## src/rtl/ccds_pkg.sv

```systemverilog
// shared types and constants of the curve center distance sorter
package ccds_pkg;

  // field widths fixed by the item format
  localparam int PT_W   = 13;
  localparam int KEY_W  = 15;
  localparam int ORD_W  = 4;
  localparam int COLS_W = 12;

  // center column sits this far right of the image middle
  localparam int CenterOffset = 50;

  // at most this many results leave per frame
  localparam int ResultLimit = 16;

  // default image width after reset
  localparam logic [COLS_W-1:0] COLS_RESET = 12'd640;

  // one stored entry: distance key and arrival order
  typedef struct packed {
    logic [KEY_W-1:0] key;
    logic [ORD_W-1:0] order;
  } entry_t;

  // sequencer states
  typedef enum logic [1:0] {
    ST_IDLE,
    ST_SEEK,
    ST_WALK,
    ST_EMIT
  } state_t;

endpackage

```

## src/rtl/curve_center_distance_sorter_unit.sv

```systemverilog
// curve center distance sorter: memory based stable insertion sort of lane curves
//
// Usage: one curve per input beat (four control-point x values and a last flag),
// accepted at a clock edge with start high and busy low. Each curve gets the key
// |x0+x1+x2+x3 - 4*(image_cols/2 + 50)| and is inserted in ascending key order into
// a one-port-write, one-port-read synchronous memory; equal keys keep arrival order.
// An insertion reads one stored entry per cycle, moving it up one place while its key
// is larger, and busy stays high until the new curve is written. A curve that finds
// the store full is dropped and sets the overflow flag; busy stays low unless that
// curve is marked last. On the curve marked last the block then reads the store
// nearest first, one entry per cycle, and emits min(stored, 16) result beats on
// consecutive cycles, each marked by out_strobe for one cycle; each beat is the
// registered read data of the store.
// The receiver cannot hold results off. busy stays high until the final read is issued;
// the final beat appears in the first cycle with busy low, and the frame count and
// overflow flag are cleared by then.
// Reset (synchronous, rst_n low) empties the store logically, clears overflow and sets
// image_cols to 640; the memory itself needs no clearing. cfg_we writes image_cols
// and is meant only while the block is idle.
module curve_center_distance_sorter_unit #(
  parameter int MAX_CURVES = 16
) (
  input  logic                           clk,
  input  logic                           rst_n,
  // configuration
  input  logic                           cfg_we,
  input  logic [ccds_pkg::COLS_W-1:0]    cfg_data,
  // curve input
  input  logic                           start,
  output logic                           busy,
  input  logic signed [ccds_pkg::PT_W-1:0] in_point0_x,
  input  logic signed [ccds_pkg::PT_W-1:0] in_point1_x,
  input  logic signed [ccds_pkg::PT_W-1:0] in_point2_x,
  input  logic signed [ccds_pkg::PT_W-1:0] in_point3_x,
  input  logic                           in_last_curve,
  // sorted results
  output logic                           out_strobe,
  output logic [ccds_pkg::ORD_W-1:0]     out_curve_index,
  output logic [ccds_pkg::KEY_W-1:0]     out_distance_key,
  output logic                           out_top_two,
  output logic                           out_overflow,
  output logic                           out_last_result
);

  localparam int IDX_W   = $clog2(MAX_CURVES);
  localparam int CNT_W   = $clog2(MAX_CURVES + 1);
  localparam int OUT_LIM = (MAX_CURVES < ccds_pkg::ResultLimit) ?
                           MAX_CURVES : ccds_pkg::ResultLimit;

  // sorted store
  ccds_pkg::entry_t mem [MAX_CURVES];

  ccds_pkg::state_t                state_r, state_nxt;
  logic [ccds_pkg::COLS_W-1:0]     cols_r, cols_nxt;
  logic [ccds_pkg::KEY_W-1:0]      key_r, key_nxt;
  logic                            last_r, last_nxt;
  logic [IDX_W-1:0]                pos_r, pos_nxt;
  logic [IDX_W-1:0]                k_r, k_nxt;
  logic [CNT_W-1:0]                count_r, count_nxt;
  logic                            ovf_r, ovf_nxt;
  logic                            strobe_r, strobe_nxt;
  logic                            top_r, top_nxt;
  logic                            ovf_out_r, ovf_out_nxt;
  logic                            last_res_r, last_res_nxt;
  ccds_pkg::entry_t                rd_data_r;

  logic                            mem_we;
  logic [IDX_W-1:0]                wr_addr;
  ccds_pkg::entry_t                wr_data;
  logic                            rd_en;
  logic [IDX_W-1:0]                rd_addr;

  logic signed [15:0]              sum_s;
  logic [ccds_pkg::COLS_W-1:0]     cx_u;
  logic signed [15:0]              diff_s;
  logic [15:0]                     abs_u;
  logic [ccds_pkg::KEY_W-1:0]      key_calc;
  logic [CNT_W-1:0]                n_res;
  logic [CNT_W-1:0]                k_ext;
  ccds_pkg::entry_t                new_entry;

  // distance key of the incoming curve
  always_comb begin
    sum_s = 16'(in_point0_x) + 16'(in_point1_x) + 16'(in_point2_x) + 16'(in_point3_x);
    cx_u  = {1'b0, cols_r[ccds_pkg::COLS_W-1:1]} +
            ccds_pkg::COLS_W'(ccds_pkg::CenterOffset);
    diff_s = sum_s - $signed({2'b00, cx_u, 2'b00});
    abs_u  = diff_s[15] ? 16'(-diff_s) : 16'(diff_s);
    key_calc = abs_u[ccds_pkg::KEY_W-1:0];
  end

  // frame bookkeeping
  assign n_res     = (count_r < CNT_W'(OUT_LIM)) ? count_r : CNT_W'(OUT_LIM);
  assign k_ext     = CNT_W'(k_r);
  assign new_entry = '{key: key_r, order: ccds_pkg::ORD_W'(count_r)};

  // sequencer: insertion walk and result readout
  always_comb begin
    state_nxt    = state_r;
    cols_nxt     = cols_r;
    key_nxt      = key_r;
    last_nxt     = last_r;
    pos_nxt      = pos_r;
    k_nxt        = k_r;
    count_nxt    = count_r;
    ovf_nxt      = ovf_r;
    strobe_nxt   = 1'b0;
    top_nxt      = top_r;
    ovf_out_nxt  = ovf_out_r;
    last_res_nxt = last_res_r;
    mem_we       = 1'b0;
    wr_addr      = pos_r;
    wr_data      = new_entry;
    rd_en        = 1'b0;
    rd_addr      = pos_r - IDX_W'(1);

    if (cfg_we) begin
      cols_nxt = cfg_data;
    end

    unique case (state_r)
      ccds_pkg::ST_IDLE: begin
        if (start) begin
          key_nxt  = key_calc;
          last_nxt = in_last_curve;
          pos_nxt  = IDX_W'(count_r);
          k_nxt    = '0;
          if (count_r == CNT_W'(MAX_CURVES)) begin
            // store full: drop this curve
            ovf_nxt   = 1'b1;
            state_nxt = in_last_curve ? ccds_pkg::ST_EMIT : ccds_pkg::ST_IDLE;
          end else begin
            state_nxt = ccds_pkg::ST_SEEK;
          end
        end
      end
      ccds_pkg::ST_SEEK: begin
        if (pos_r == '0) begin
          mem_we    = 1'b1;
          count_nxt = count_r + CNT_W'(1);
          state_nxt = last_r ? ccds_pkg::ST_EMIT : ccds_pkg::ST_IDLE;
        end else begin
          rd_en     = 1'b1;
          state_nxt = ccds_pkg::ST_WALK;
        end
      end
      ccds_pkg::ST_WALK: begin
        mem_we = 1'b1;
        if (rd_data_r.key > key_r) begin
          // move the larger entry up one place, look one lower
          wr_data = rd_data_r;
          pos_nxt = pos_r - IDX_W'(1);
          if (pos_r == IDX_W'(1)) begin
            state_nxt = ccds_pkg::ST_SEEK;
          end else begin
            rd_en   = 1'b1;
            rd_addr = pos_r - IDX_W'(2);
          end
        end else begin
          count_nxt = count_r + CNT_W'(1);
          state_nxt = last_r ? ccds_pkg::ST_EMIT : ccds_pkg::ST_IDLE;
        end
      end
      ccds_pkg::ST_EMIT: begin
        rd_en        = 1'b1;
        rd_addr      = k_r;
        strobe_nxt   = 1'b1;
        top_nxt      = (k_ext < CNT_W'(2));
        ovf_out_nxt  = ovf_r;
        last_res_nxt = (k_ext == n_res - CNT_W'(1));
        if (k_ext == n_res - CNT_W'(1)) begin
          count_nxt = '0;
          ovf_nxt   = 1'b0;
          state_nxt = ccds_pkg::ST_IDLE;
        end else begin
          k_nxt = k_r + IDX_W'(1);
        end
      end
      default: begin
        state_nxt = ccds_pkg::ST_IDLE;
      end
    endcase
  end

  // control registers
  always_ff @(posedge clk) begin
    if (!rst_n) begin
      state_r  <= ccds_pkg::ST_IDLE;
      cols_r   <= ccds_pkg::COLS_RESET;
      count_r  <= '0;
      ovf_r    <= 1'b0;
      strobe_r <= 1'b0;
    end else begin
      state_r  <= state_nxt;
      cols_r   <= cols_nxt;
      count_r  <= count_nxt;
      ovf_r    <= ovf_nxt;
      strobe_r <= strobe_nxt;
    end
  end

  // payload registers
  always_ff @(posedge clk) begin
    key_r      <= key_nxt;
    last_r     <= last_nxt;
    pos_r      <= pos_nxt;
    k_r        <= k_nxt;
    top_r      <= top_nxt;
    ovf_out_r  <= ovf_out_nxt;
    last_res_r <= last_res_nxt;
  end

  // store write port
  always_ff @(posedge clk) begin
    if (mem_we) begin
      mem[wr_addr] <= wr_data;
    end
  end

  // store read port, registered
  always_ff @(posedge clk) begin
    if (rd_en) begin
      rd_data_r <= mem[rd_addr];
    end
  end

  // ports
  assign busy             = (state_r != ccds_pkg::ST_IDLE);
  assign out_strobe       = strobe_r;
  assign out_curve_index  = rd_data_r.order;
  assign out_distance_key = rd_data_r.key;
  assign out_top_two      = top_r;
  assign out_overflow     = ovf_out_r;
  assign out_last_result  = last_res_r;

  // checks
  a_count_bound: assert property (@(posedge clk) disable iff (!rst_n)
    count_r <= CNT_W'(MAX_CURVES))
    else $error("curve count above capacity");

  a_no_same_entry: assert property (@(posedge clk) disable iff (!rst_n)
    (mem_we && rd_en) |-> (wr_addr != rd_addr))
    else $error("read and write hit the same entry");

  a_strobe_from_emit: assert property (@(posedge clk) disable iff (!rst_n)
    $rose(out_strobe) |-> $past(state_r == ccds_pkg::ST_EMIT))
    else $error("result beat without readout");

  a_frame_cleared: assert property (@(posedge clk) disable iff (!rst_n)
    (out_strobe && out_last_result) |-> (count_r == '0 && !ovf_r))
    else $error("frame state not cleared after final beat");

  a_emit_nonempty: assert property (@(posedge clk) disable iff (!rst_n)
    (state_r == ccds_pkg::ST_EMIT) |-> (count_r != '0))
    else $error("readout of an empty store");

endmodule
```

## config.mk

```make
export PLATFORM = sky130hd
export DESIGN_NAME = curve_center_distance_sorter_unit
export DESIGN_NICKNAME = d
export VERILOG_FILES = /design/src/rtl/ccds_pkg.sv /design/src/rtl/curve_center_distance_sorter_unit.sv
export SDC_FILE = /design/constraint.sdc
export NUM_CORES = 1
export LEC_CHECK = 0
export BUFFER_PORTS_ARGS = -buffer_cell sky130_fd_sc_hd__buf_2
export CAP_MARGIN = 20
export CORE_ASPECT_RATIO = 0.8
export CORE_UTILIZATION = 30
export DETAILED_ROUTE_END_ITERATION = 12
export SLEW_MARGIN = 20
export SYNTH_ARGS = -nofsm -noshare
export SYNTH_HDL_FRONTEND = slang
export SYNTH_SLANG_ARGS = --single-unit
```

## constraint.sdc

```tcl
create_clock -name clk -period 5.07 [get_ports clk]
set_input_delay 0.507 -clock clk [delete_from_list [all_inputs] [get_ports clk]]
set_output_delay 0.507 -clock clk [all_outputs]
set_load 0.02 [all_outputs]
```

# Word-level counts from Yosys, hierarchy flattened
# Memories as Yosys holds them, arrays and structs flattened. A register that Yosys moved wholly into a read port is not among the register bits.
# Index checks and enable logic that the tools add are counted.
# Widths: inputs -> output; s select.
# totals
reg_bits	48
memories	1
ram_bits	304
out_inout_bits	24
# memory_table
name	depth	width	read_ports	rd_clocked_by_memory_dff	write_ports	line	text
mem	16	19	1	1	1	curve_center_distance_sorter_unit.sv:51	ccds_pkg::entry_t mem [MAX_CURVES];
# classes
mux	39
add_sub_neg	11
eq_ne	14
n_reduce_logical	12
magnitude_cmp	3
# op_table
op	count
$mux 19	2
$mux 4	6
$pmux 4 s2	3
$mux 5	4
$add 15x13->16	1
$mux 2	8
$sub 16x15->16	1
$add 14x13->15	1
$gt 15x15->1	1
$mux 15	1
$neg 15->15	1
$pmux 5 s3	1
$add 13x13->14	1
$ne 2x2->1 const B	7
$add 11x6->12 const B	1
$mux 1	10
$reduce_and 3->1	3
$pmux 2 s4	1
$reduce_and 4->1	2
$reduce_bool 2->1	3
$add 5x1->5 const B	1
$eq 4x5->1	1
$eq 5x5->1 const B	1
$lt 5x5->1 const B	1
other kinds (15)	17

# Longest topological paths before layout
# Gate-level depths: netlist of the first run.
# depth
word_depth	6
depth_mapped	21
ltp_nobuf	20

# Worst setup path before layout of the first run
# OpenSTA, ideal clock, no wires.
# synth_path
kind	register to register
startpoint	register cols_r[2] in the netlist's numbering
endpoint	register key_r[10] in the netlist's numbering, data pin
stages_incl_launch_ff	22
setup_time_ns	0.262
arrival_ns	4.729
synth_period_minus_slack_ns	4.991
path_buffers	1
setup_slack_ns	0.079
cell_sequence	dfxtp_1 > ha_1 > a21oi_1 > a21boi_0 > xor2_1 > fa_1 > inv_1 > fa_1 > inv_1 > fa_1 > inv_1 > ha_1 > a21oi_1 > nor2b_1 > a311oi_1 > o21ai_1 > a21o_1 > a21oi_1 > xnor2_1 > clkbuf_1 > nor2_1 > xor2_1
# synth_via
elab_chain_cells	4
# synth_lines
element	line	text
start: declaration	curve_center_distance_sorter_unit.sv:54	logic [ccds_pkg::COLS_W-1:0] cols_r, cols_nxt;
start signal: assignment	curve_center_distance_sorter_unit.sv:189	cols_r <= ccds_pkg::COLS_RESET;
start signal: assignment	curve_center_distance_sorter_unit.sv:195	cols_r <= cols_nxt;
$add 11x6->12 *	curve_center_distance_sorter_unit.sv:85	cx_u = {1'b0, cols_r[ccds_pkg::COLS_W-1:1]} +
$sub 16x15->16 *	curve_center_distance_sorter_unit.sv:87	diff_s = sum_s - $signed({2'b00, cx_u, 2'b00});
$neg 15->15	curve_center_distance_sorter_unit.sv:88	abs_u = diff_s[15] ? 16'(-diff_s) : 16'(diff_s);
$mux 15 *	curve_center_distance_sorter_unit.sv:88	
net abs_u[10]	curve_center_distance_sorter_unit.sv:76	logic [15:0] abs_u;
end signal: assignment	curve_center_distance_sorter_unit.sv:204	key_r <= key_nxt;
end: declaration	curve_center_distance_sorter_unit.sv:55	logic [ccds_pkg::KEY_W-1:0] key_r, key_nxt;
# Mark *: on every way through the listed nets, which the timed path passes. The rest lies on a longest branch.
# A chain may end at the register's enable or synchronous reset.

# Final worst setup path of the first run
# layout_path
startpoint	register cols_r[2] in the netlist's numbering
endpoint	register key_r[1] in the netlist's numbering, data pin
# layout_via
elab_chain_cells	3
# layout_lines
element	line
$add 11x6->12	curve_center_distance_sorter_unit.sv:85
$sub 16x15->16	curve_center_distance_sorter_unit.sv:87
$mux 15	curve_center_distance_sorter_unit.sv:88
net abs_u[1]	curve_center_distance_sorter_unit.sv:76
# The timed path passes the listed nets, and every way through them passes these cells.

==> key figures, run 1 <==
GRT
  – Aggregate global routing overflow: 0
  – Vias in the first global route: 10200
  – Initial antenna violation count: 0
  – First-pass GRT wire length: 60.9 mm
  – Tot GR Track Use: between 10 and 15%
  – Largest net degree at the start of global routing: 55
  – Most used routing layer: met2
  – GRT met1 Usage: 18.2%
  – Met3 usage in global routing: 2.07%
  – M2 GR Usage: 22.9%

Clocking
  – Bufs on Longest Clock Path: 3
  – Clk Latency, worst-skew pair: 530 ps
  – Clk slew on worst S/H paths: roughly 60 ps
  – CTS Root Cell: clkbuf_16
  – CTS tree: done
  – CTS sink cnt: 370
  – Clock buffer count from CTS: 40
  – Htree depth: 2
  – Hold-fix buffers, CTS: 0

Logic synthesis
  – Most frequent cell after synthesis: edfxtp_1
  – #FFs+latches synth: 370
  – Post-synthesis sequential area ratio: 62.5%
  – Yosys top cell area share: 60.2%
  – Synthesized cell area: 0.0175 sq mm
  – Synthesized Nets: 1393
  – Syn Inst Count: approximately 1200
  – Syn_area_per_cell: 14.2 sq um
  – Count of cell types in the netlist: 58
  – Synth Flop Type: edfxtp_1
  – Area contributors post-synth: edfxtp_1, mux2i_1, fa_1
  – Yosys top cell by area: edfxtp_1
  – Ys async rst share: 0%
  – Number of synthesized flops with an enable pin: 350
  – Post-synth top cells: edfxtp_1, mux2i_1, inv_1
  – Yosys warning total: 0

Finish
  – Fillcell total: 5418
  – Nets@finish: 1520
  – Layout area overhead: 16.5%
  – Finished Core Util: 35.6%
  – Share of layout cells above drive strength 1: between 10% and 20%
  – Non-filler cells in the finished layout: approximately 2100
  – Multi-input gate area: 0.00600 sq mm
  – Register area: 0.0109 sq mm
  – Antenna Cells: 0

STA
  – Final Hold Fails: 0
  – Fin crit share: a little over nine tenths
  – Min cycle time layout: 4870 ps
  – Post-route clock skew: 12.6 ps
  – Slew margin rel.: 35.4%
  – Count of final setup violators: 0
  – Max Clk Rate: 0.205 GHz
  – WHS: ~170 ps
  – Pins over their slew limit: 0
  – Slew at the pin closest to its max-slew limit: 966 ps

Die
  – Starting density of the core: 30.6%
  – Row count: 78
  – Top Ports: 93
  – Die height: 218 um
  – Die Footprint: 0.0591 sq mm
  – Core area: ~0.057 sq mm
  – Die Wd: approximately 270 um

Min path
  – Hold Path Class: in2reg

Routing
  – DR pass1 iterations: 7
  – Initial DRC Count: approximately 690
  – Routed wire length: just under 40 mm
  – WL/cell: 18.4 um
  – DR vias: 10100
  – Post-route ant nets: 0
  – DRC viols: 0
  – DR vias/cell: ~4.7

Power and ir drop
  – Leakage: 7.70 nW
  – PD cells: 678 mW/mm^2
  – Peak VDD IR: 0.519 mV

Setup path
  – Top delay family on crit path: adder cells
  – CP Buf/Inv Count: 5
  – Worst Path Arrival: a little over 5000 ps
  – Crit-path cells: ha_2 > a21oi_2 > xnor2_1 > fa_1 > inv_1 > fa_1 > inv_1 > fa_1 > inv_1 > ha_1 > o21a_1 > or2_4 > a311oi_2 > buf_4 > o21ai_1 > a21o_1 > a21oi_2 > xnor2_2 > clkbuf_16 > mux2_2
  – Critical Path Source Type: flip-flop
  – Max FO, Critical Path: 7
  – CP max-delay cell: fa_1
  – Worst path required time: 5350 ps
  – Setup CP Type: reg2reg
  – Slowest Stage Delay on Critical Path: slightly below 500 ps
  – Worst Setup End Kind: flip-flop

Placement
  – Detailed Place HPWL: ~25 mm
  – Routability congestion estimate from global placement: approximately 0.80
  – IO buf count: 91
  – Placed instance count: 2072

Run
  – MaxCap Viol Count: 0

Run status
  – Outcome: completed
==> layout by cell type, fill, tap and decap left out, types with 6 or more instances in the layout <==
cell         n
dfxtp_1     18
clkinv_1     8
o21ai_0     22
nor3_1      10
fa_1        41
xor2_1      14
nor2b_1     13
nor3_2       6
buf_4       36
a21oi_1     21
nand3_1     17
and2_1       8
o22ai_1     76
or4_1       19
mux2_2      19
nand2_1     26
mux2i_1    164
nand4_1      6
nor2_1      40
xnor2_1     30
clkbuf_16   42
clkbuf_1    12
edfxtp_1   350
ha_1        49
nor2_4       8
nand2b_1     9
inv_1      132
buf_2       91
==> flip-flops by register name (all words and copies together), names as in the netlist <==
signal,count
mem,304
k_r,4
key_r,15
pos_r,4
out_distance_key,15
ovf_r,1
out_overflow,1
out_last_result,1
count_r,5
out_top_two,1
cols_r,11
state_r,2
last_r,1
out_curve_index,4
out_strobe,1
==> cell families after synthesis <==
| logic type | Yosys count | synth area share [%] |
|---|---|---|
| AND/OR/NAND/NOR | 190 | 5.71 |
| buffers and inverters | 179 | 4.17 |
| multiplexers | 183 | 10.6 |
| flip-flops | 370 | 62.5 |
| adder cells (fa/ha/maj) | 94 | 8.50 |
| AO/OA/AOI/OAI | 169 | 6.20 |
| XOR/XNOR | 45 | 2.26 |
==> worst reg2reg max path: cells and delay by family (launching register included) <==
kind | cells | cell delay [ps]
AO/OA/AOI/OAI | 6 | 1000
XOR/XNOR | 2 | 250
flip-flops | 1 | 320
adder cells (fa/ha/maj) | 5 | 1960
multiplexers | 1 | 340
AND/OR/NAND/NOR | 1 | 240
buffers and inverters | 5 | 490
==> layer usage <==
metal	vias to the layer above	wire (um)
met5	-	0
met4	0	656
met3	48	1760
met2	201	18900
met1	5051	18100
li1	4796	-
==> worst paths after layout <==
kind / cells past startpoint / slack [ps] / startpoint / end
max reg2reg: 20 / 200 / cols_r[2] / key_r[1]
max: 20 / 200 / cols_r[2] / key_r[1]
min reg2reg: 0 / 490 / ovf_r / out_overflow
min: 1 / 170 / in_last_curve / last_r
==> metrics by stage <==
step	cell area (sq um)	power (W)	worst slack [ps]	setup TNS, ps
floorplan	17500	0.00928	78.5	0
global placement	19100	0.0110	-96.7	-96.7
detailed placement	19100	0.0111	-98.1	-98.1
CTS	20300	0.0138	9.82	0
global route	20300	0.0146	-7.45	-7.45
finish	20300	0.0138	196	0
==> final cells by class <==
class	count	area share (%)
clock inverters	14	0.357
inverters	132	2.44
repair buffers	132	4.04
flip-flops and latches	370	53.7
multi-input cells	681	29.5
well taps	760	4.68
clock buffers	53	5.27
==> timing repair <==
item,CTS,global route
gates cloned,0,1
resized for setup,7,12
buffers inserted,1,1
pin swaps,4,5
endpoints found under the setup margin,5,14
==> where the power goes <==
part	switching, W	internal [W]	leakage (nW)
clock network	0.00112	0.00148	0.549
logic	0.00388	0.00280	3.81
registers	0.000270	0.00424	3.34
total	0.00527	0.00852	7.70
(Power assumes the default switching activity.)
==> inputs of run 2 (changes only) <==
clock period = 5.5 ns   (was 5.07 ns; I/O delays follow)
==> run 2 against run 1 <==
Final cell count shrank 0.84%. Non-clock buffer count decreased by 21. Highest routed layer unchanged. Clock skew increased by 7.2 ps. Worst hold slack better by 36 ps. Clock power decreased by 3%. Maximum frequency fell by 5.6%. Worst setup slack gained 140 ps. Flip-flop and latch count unchanged.
==> key figures, run 2 (synthesis results as in run 1) <==
Finish
  – Most common cell after layout, fill and taps aside: edfxtp_1
  – Most frequent cells in the layout: edfxtp_1, mux2i_1, inv_1, buf_2, o22ai_1
  – Antenna Cells: 0 (unchanged)
  – Non-filler cells in the finished layout: 2124 (-0.84%)
  – Share of layout cells above drive strength 1: 15.3% (-2.0 points)
  – Layout Cell Area excl Fill: 0.0202 sq mm (-0.79%)
  – Most flop-heavy register: mem
  – Largest register FFs: 304 (unchanged)
  – Layout area overhead: 15.6%
  – Nets@finish: 1497 (-1.5%)

STA
  – Slew at the pin closest to its max-slew limit: 979 ps (+13.3 ps)
  – Min cycle time layout: 5160 ps (+291 ps)
  – Slew margin rel.: 34.6% (-0.89 points)
  – Count of final setup violators: 0 (unchanged)
  – RSZ-0062 raised after global routing: false
  – Pins over their slew limit: 0 (unchanged)
  – Fin crit share: 93.9% (-2.2 points)
  – Setup TNS: 0 ps (unchanged)
  – Final Hold Fails: 0 (unchanged)
  – Post-route clock skew: 19.8 ps (+7.19 ps)
  – Max Clk Rate: 0.194 GHz (-5.6%)

Die
  – Starting density of the core: 30.6% (unchanged)
  – Top Ports: 93 (unchanged)
  – Die Wd: 272 um (unchanged)
  – Die Footprint: 0.0591 sq mm (unchanged)
  – Die height: 218 um (unchanged)
  – Row count: 78 (unchanged)
  – Core area: 0.0571 sq mm (unchanged)

Routing
  – WL met3: 1.67 mm (-5.1%)
  – DR vias/cell: 4.72 (about the same)
  – DR pass1 iterations: 5 (-2)
  – Initial DRC Count: 744 (+7.7%)
  – DRT met1 WL: 17.9 mm (-0.96%)
  – Max layer used: met4
  – DR vias: 10000 (-0.78%)
  – WL/cell: 18.5 um (+0.24%)
  – Met2 Wirelength: 19.0 mm (+0.17%)
  – Post-route ant nets: 0 (unchanged)
  – DRC viols: 0 (unchanged)
  – Routed wire length: 39.2 mm (-0.60%)

Power and ir drop
  – Peak VDD IR: 0.688 mV (+32%)
  – Switch share: 38.2% (about the same)
  – Pint: 0.00777 W (-8.7%)
  – Comb power frac: 46.9% (-1.6 points)
  – Sequential Power Share: 33.0% (+0.3 points)
  – PD cells: 624 mW/mm^2 (-8.0%)
  – Clk pwr share: 20.1% (+1.2 points)
  – Switching pwr: 0.00481 W (-8.8%)
  – Leakage: 7.62 nW (-0.93%)

Clocking
  – CTS tree: done
  – Clk slew on worst S/H paths: 60 ps (about the same)
  – Hold-fix buffers, CTS: 0 (unchanged)
  – CTS sink cnt: 370 (unchanged)
  – Clock buffer count from CTS: 38 (-5.0%)
  – Bufs on Longest Clock Path: 3 (unchanged)
  – Clk Latency, worst-skew pair: 540 ps (about the same)
  – CTS Root Cell: clkbuf_16
  – Htree depth: 2 (unchanged)

Setup path
  – Slowest Stage Delay on Critical Path: 490 ps (about the same)
  – Crit-path cells: ha_1 > a21oi_2 > a21boi_1 > xor2_1 > fa_1 > inv_1 > fa_1 > inv_1 > fa_1 > inv_1 > ha_1 > a21oi_1 > nor2b_1 > a311oi_1 > buf_4 > o21ai_1 > a21o_1 > a21oi_1 > xnor2_1 > buf_4 > mux2_2
  – Worst Path Arrival: 5450 ps (+290 ps)
  – Worst R2R Setup Slack: 340 ps (+140 ps)
  – Worst Setup End Kind: flip-flop
  – Critical register-to-register path endpoint: key_r[1]
  – Reg-to-Reg Start: cols_r[2]
  – Max FO, Critical Path: 14 (+7)
  – CP max-delay cell: fa_1
  – Setup CP Type: reg2reg
  – Worst path required time: 5790 ps (+440 ps)
  – Worst Reg-to-Reg Cells: 21 (+5.0%)
  – Top delay family on crit path: adder cells
  – Critical Path Source Type: flip-flop
  – Crit path from: cols_r[2]
  – CP Buf/Inv Count: 5 (unchanged)

GRT
  – Largest net degree at the start of global routing: 83 (+51%)
  – Aggregate global routing overflow: 0 (unchanged)
  – Initial antenna violation count: 0 (unchanged)
  – Vias in the first global route: 9906 (-2.9%)
  – First-pass GRT wire length: 59.0 mm (-3.1%)
  – Tot GR Track Use: 13.2% (-0.35 points)

Run status
  – Outcome: completed

Min path
  – Hold Path Class: in2reg
  – Hold path startpoint: in_last_curve
  – Hold Path Cell Cnt: 1 (unchanged)
  – Hold Crit Endpoint: last_r

Placement
  – Routability congestion estimate from global placement: 0.802 (+0.82%)
  – Detailed Place HPWL: 24.3 mm (-1.5%)
  – IO buf count: 91 (unchanged)
  – Placed instance count: 2054 (-0.87%)
  – Placed Area: 0.0190 sq mm (-0.63%)

Run
  – MaxCap Viol Count: 0 (unchanged)
[run 2: layout make-up]
class | instances | area (sq um)
Inverter | 132 | 495
Multi-Input combinational cell | 681 | 5940
Timing Repair Buffer | 111 | 656
Fill cell | 5464 | 36900
Clock buffer | 49 | 1020
Sequential cell | 370 | 10900
Tap cell | 760 | 951
Clock inverter | 21 | 189
[run 2: power groups by stage]
stage | clock network (W) | logic (W) | registers (W)
4_1_cts | 0.00257 | 0.00593 | 0.00417
2_1_floorplan | 0 | 0.00442 | 0.00413
5_1_grt | 0.00267 | 0.00646 | 0.00419
3_3_place_gp | 0 | 0.00580 | 0.00423
6_report | 0.00253 | 0.00590 | 0.00415
3_5_place_dp | 0 | 0.00591 | 0.00423
[run 2: worst max path at each step]
| stage | cells after the start | to | slack, ps |
|---|---|---|---|
| 2_1_floorplan | 21 | key_r[10] | 510 |
| 3_3_place_gp | 17 | key_r[1] | 230 |
| 3_5_place_dp | 17 | key_r[1] | 180 |
| 4_1_cts | 21 | key_r[1] | 230 |
| 5_1_grt | 21 | key_r[1] | 40 |
| 6_report | 21 | key_r[1] | 340 |
[run 2: repair_timing]
item | CTS | global route
setup buffers | 0 | 0
resized for setup | 0 | 2
hold endpoints to repair | 0 | 0
setup endpoints to repair | 0 | 1
[run 2: per-stage QoR]
step	hold slack [ps]	setup WS, ps	total power (W)	util [%]
floorplan	431	509	0.00855	-
global placement	465	235	0.0100	33.2
detailed placement	459	185	0.0101	33.2
CTS	197	231	0.0127	35.3
global route	210	39.0	0.0133	35.3
finish	209	335	0.0126	35.3
[run 2: layer usage]
metal  vias up  GRT usage (%)
met5         -              0
met4         0           3.22
met3        41           1.88
met2       198           22.5
met1      5029           17.6
li1       4749              -
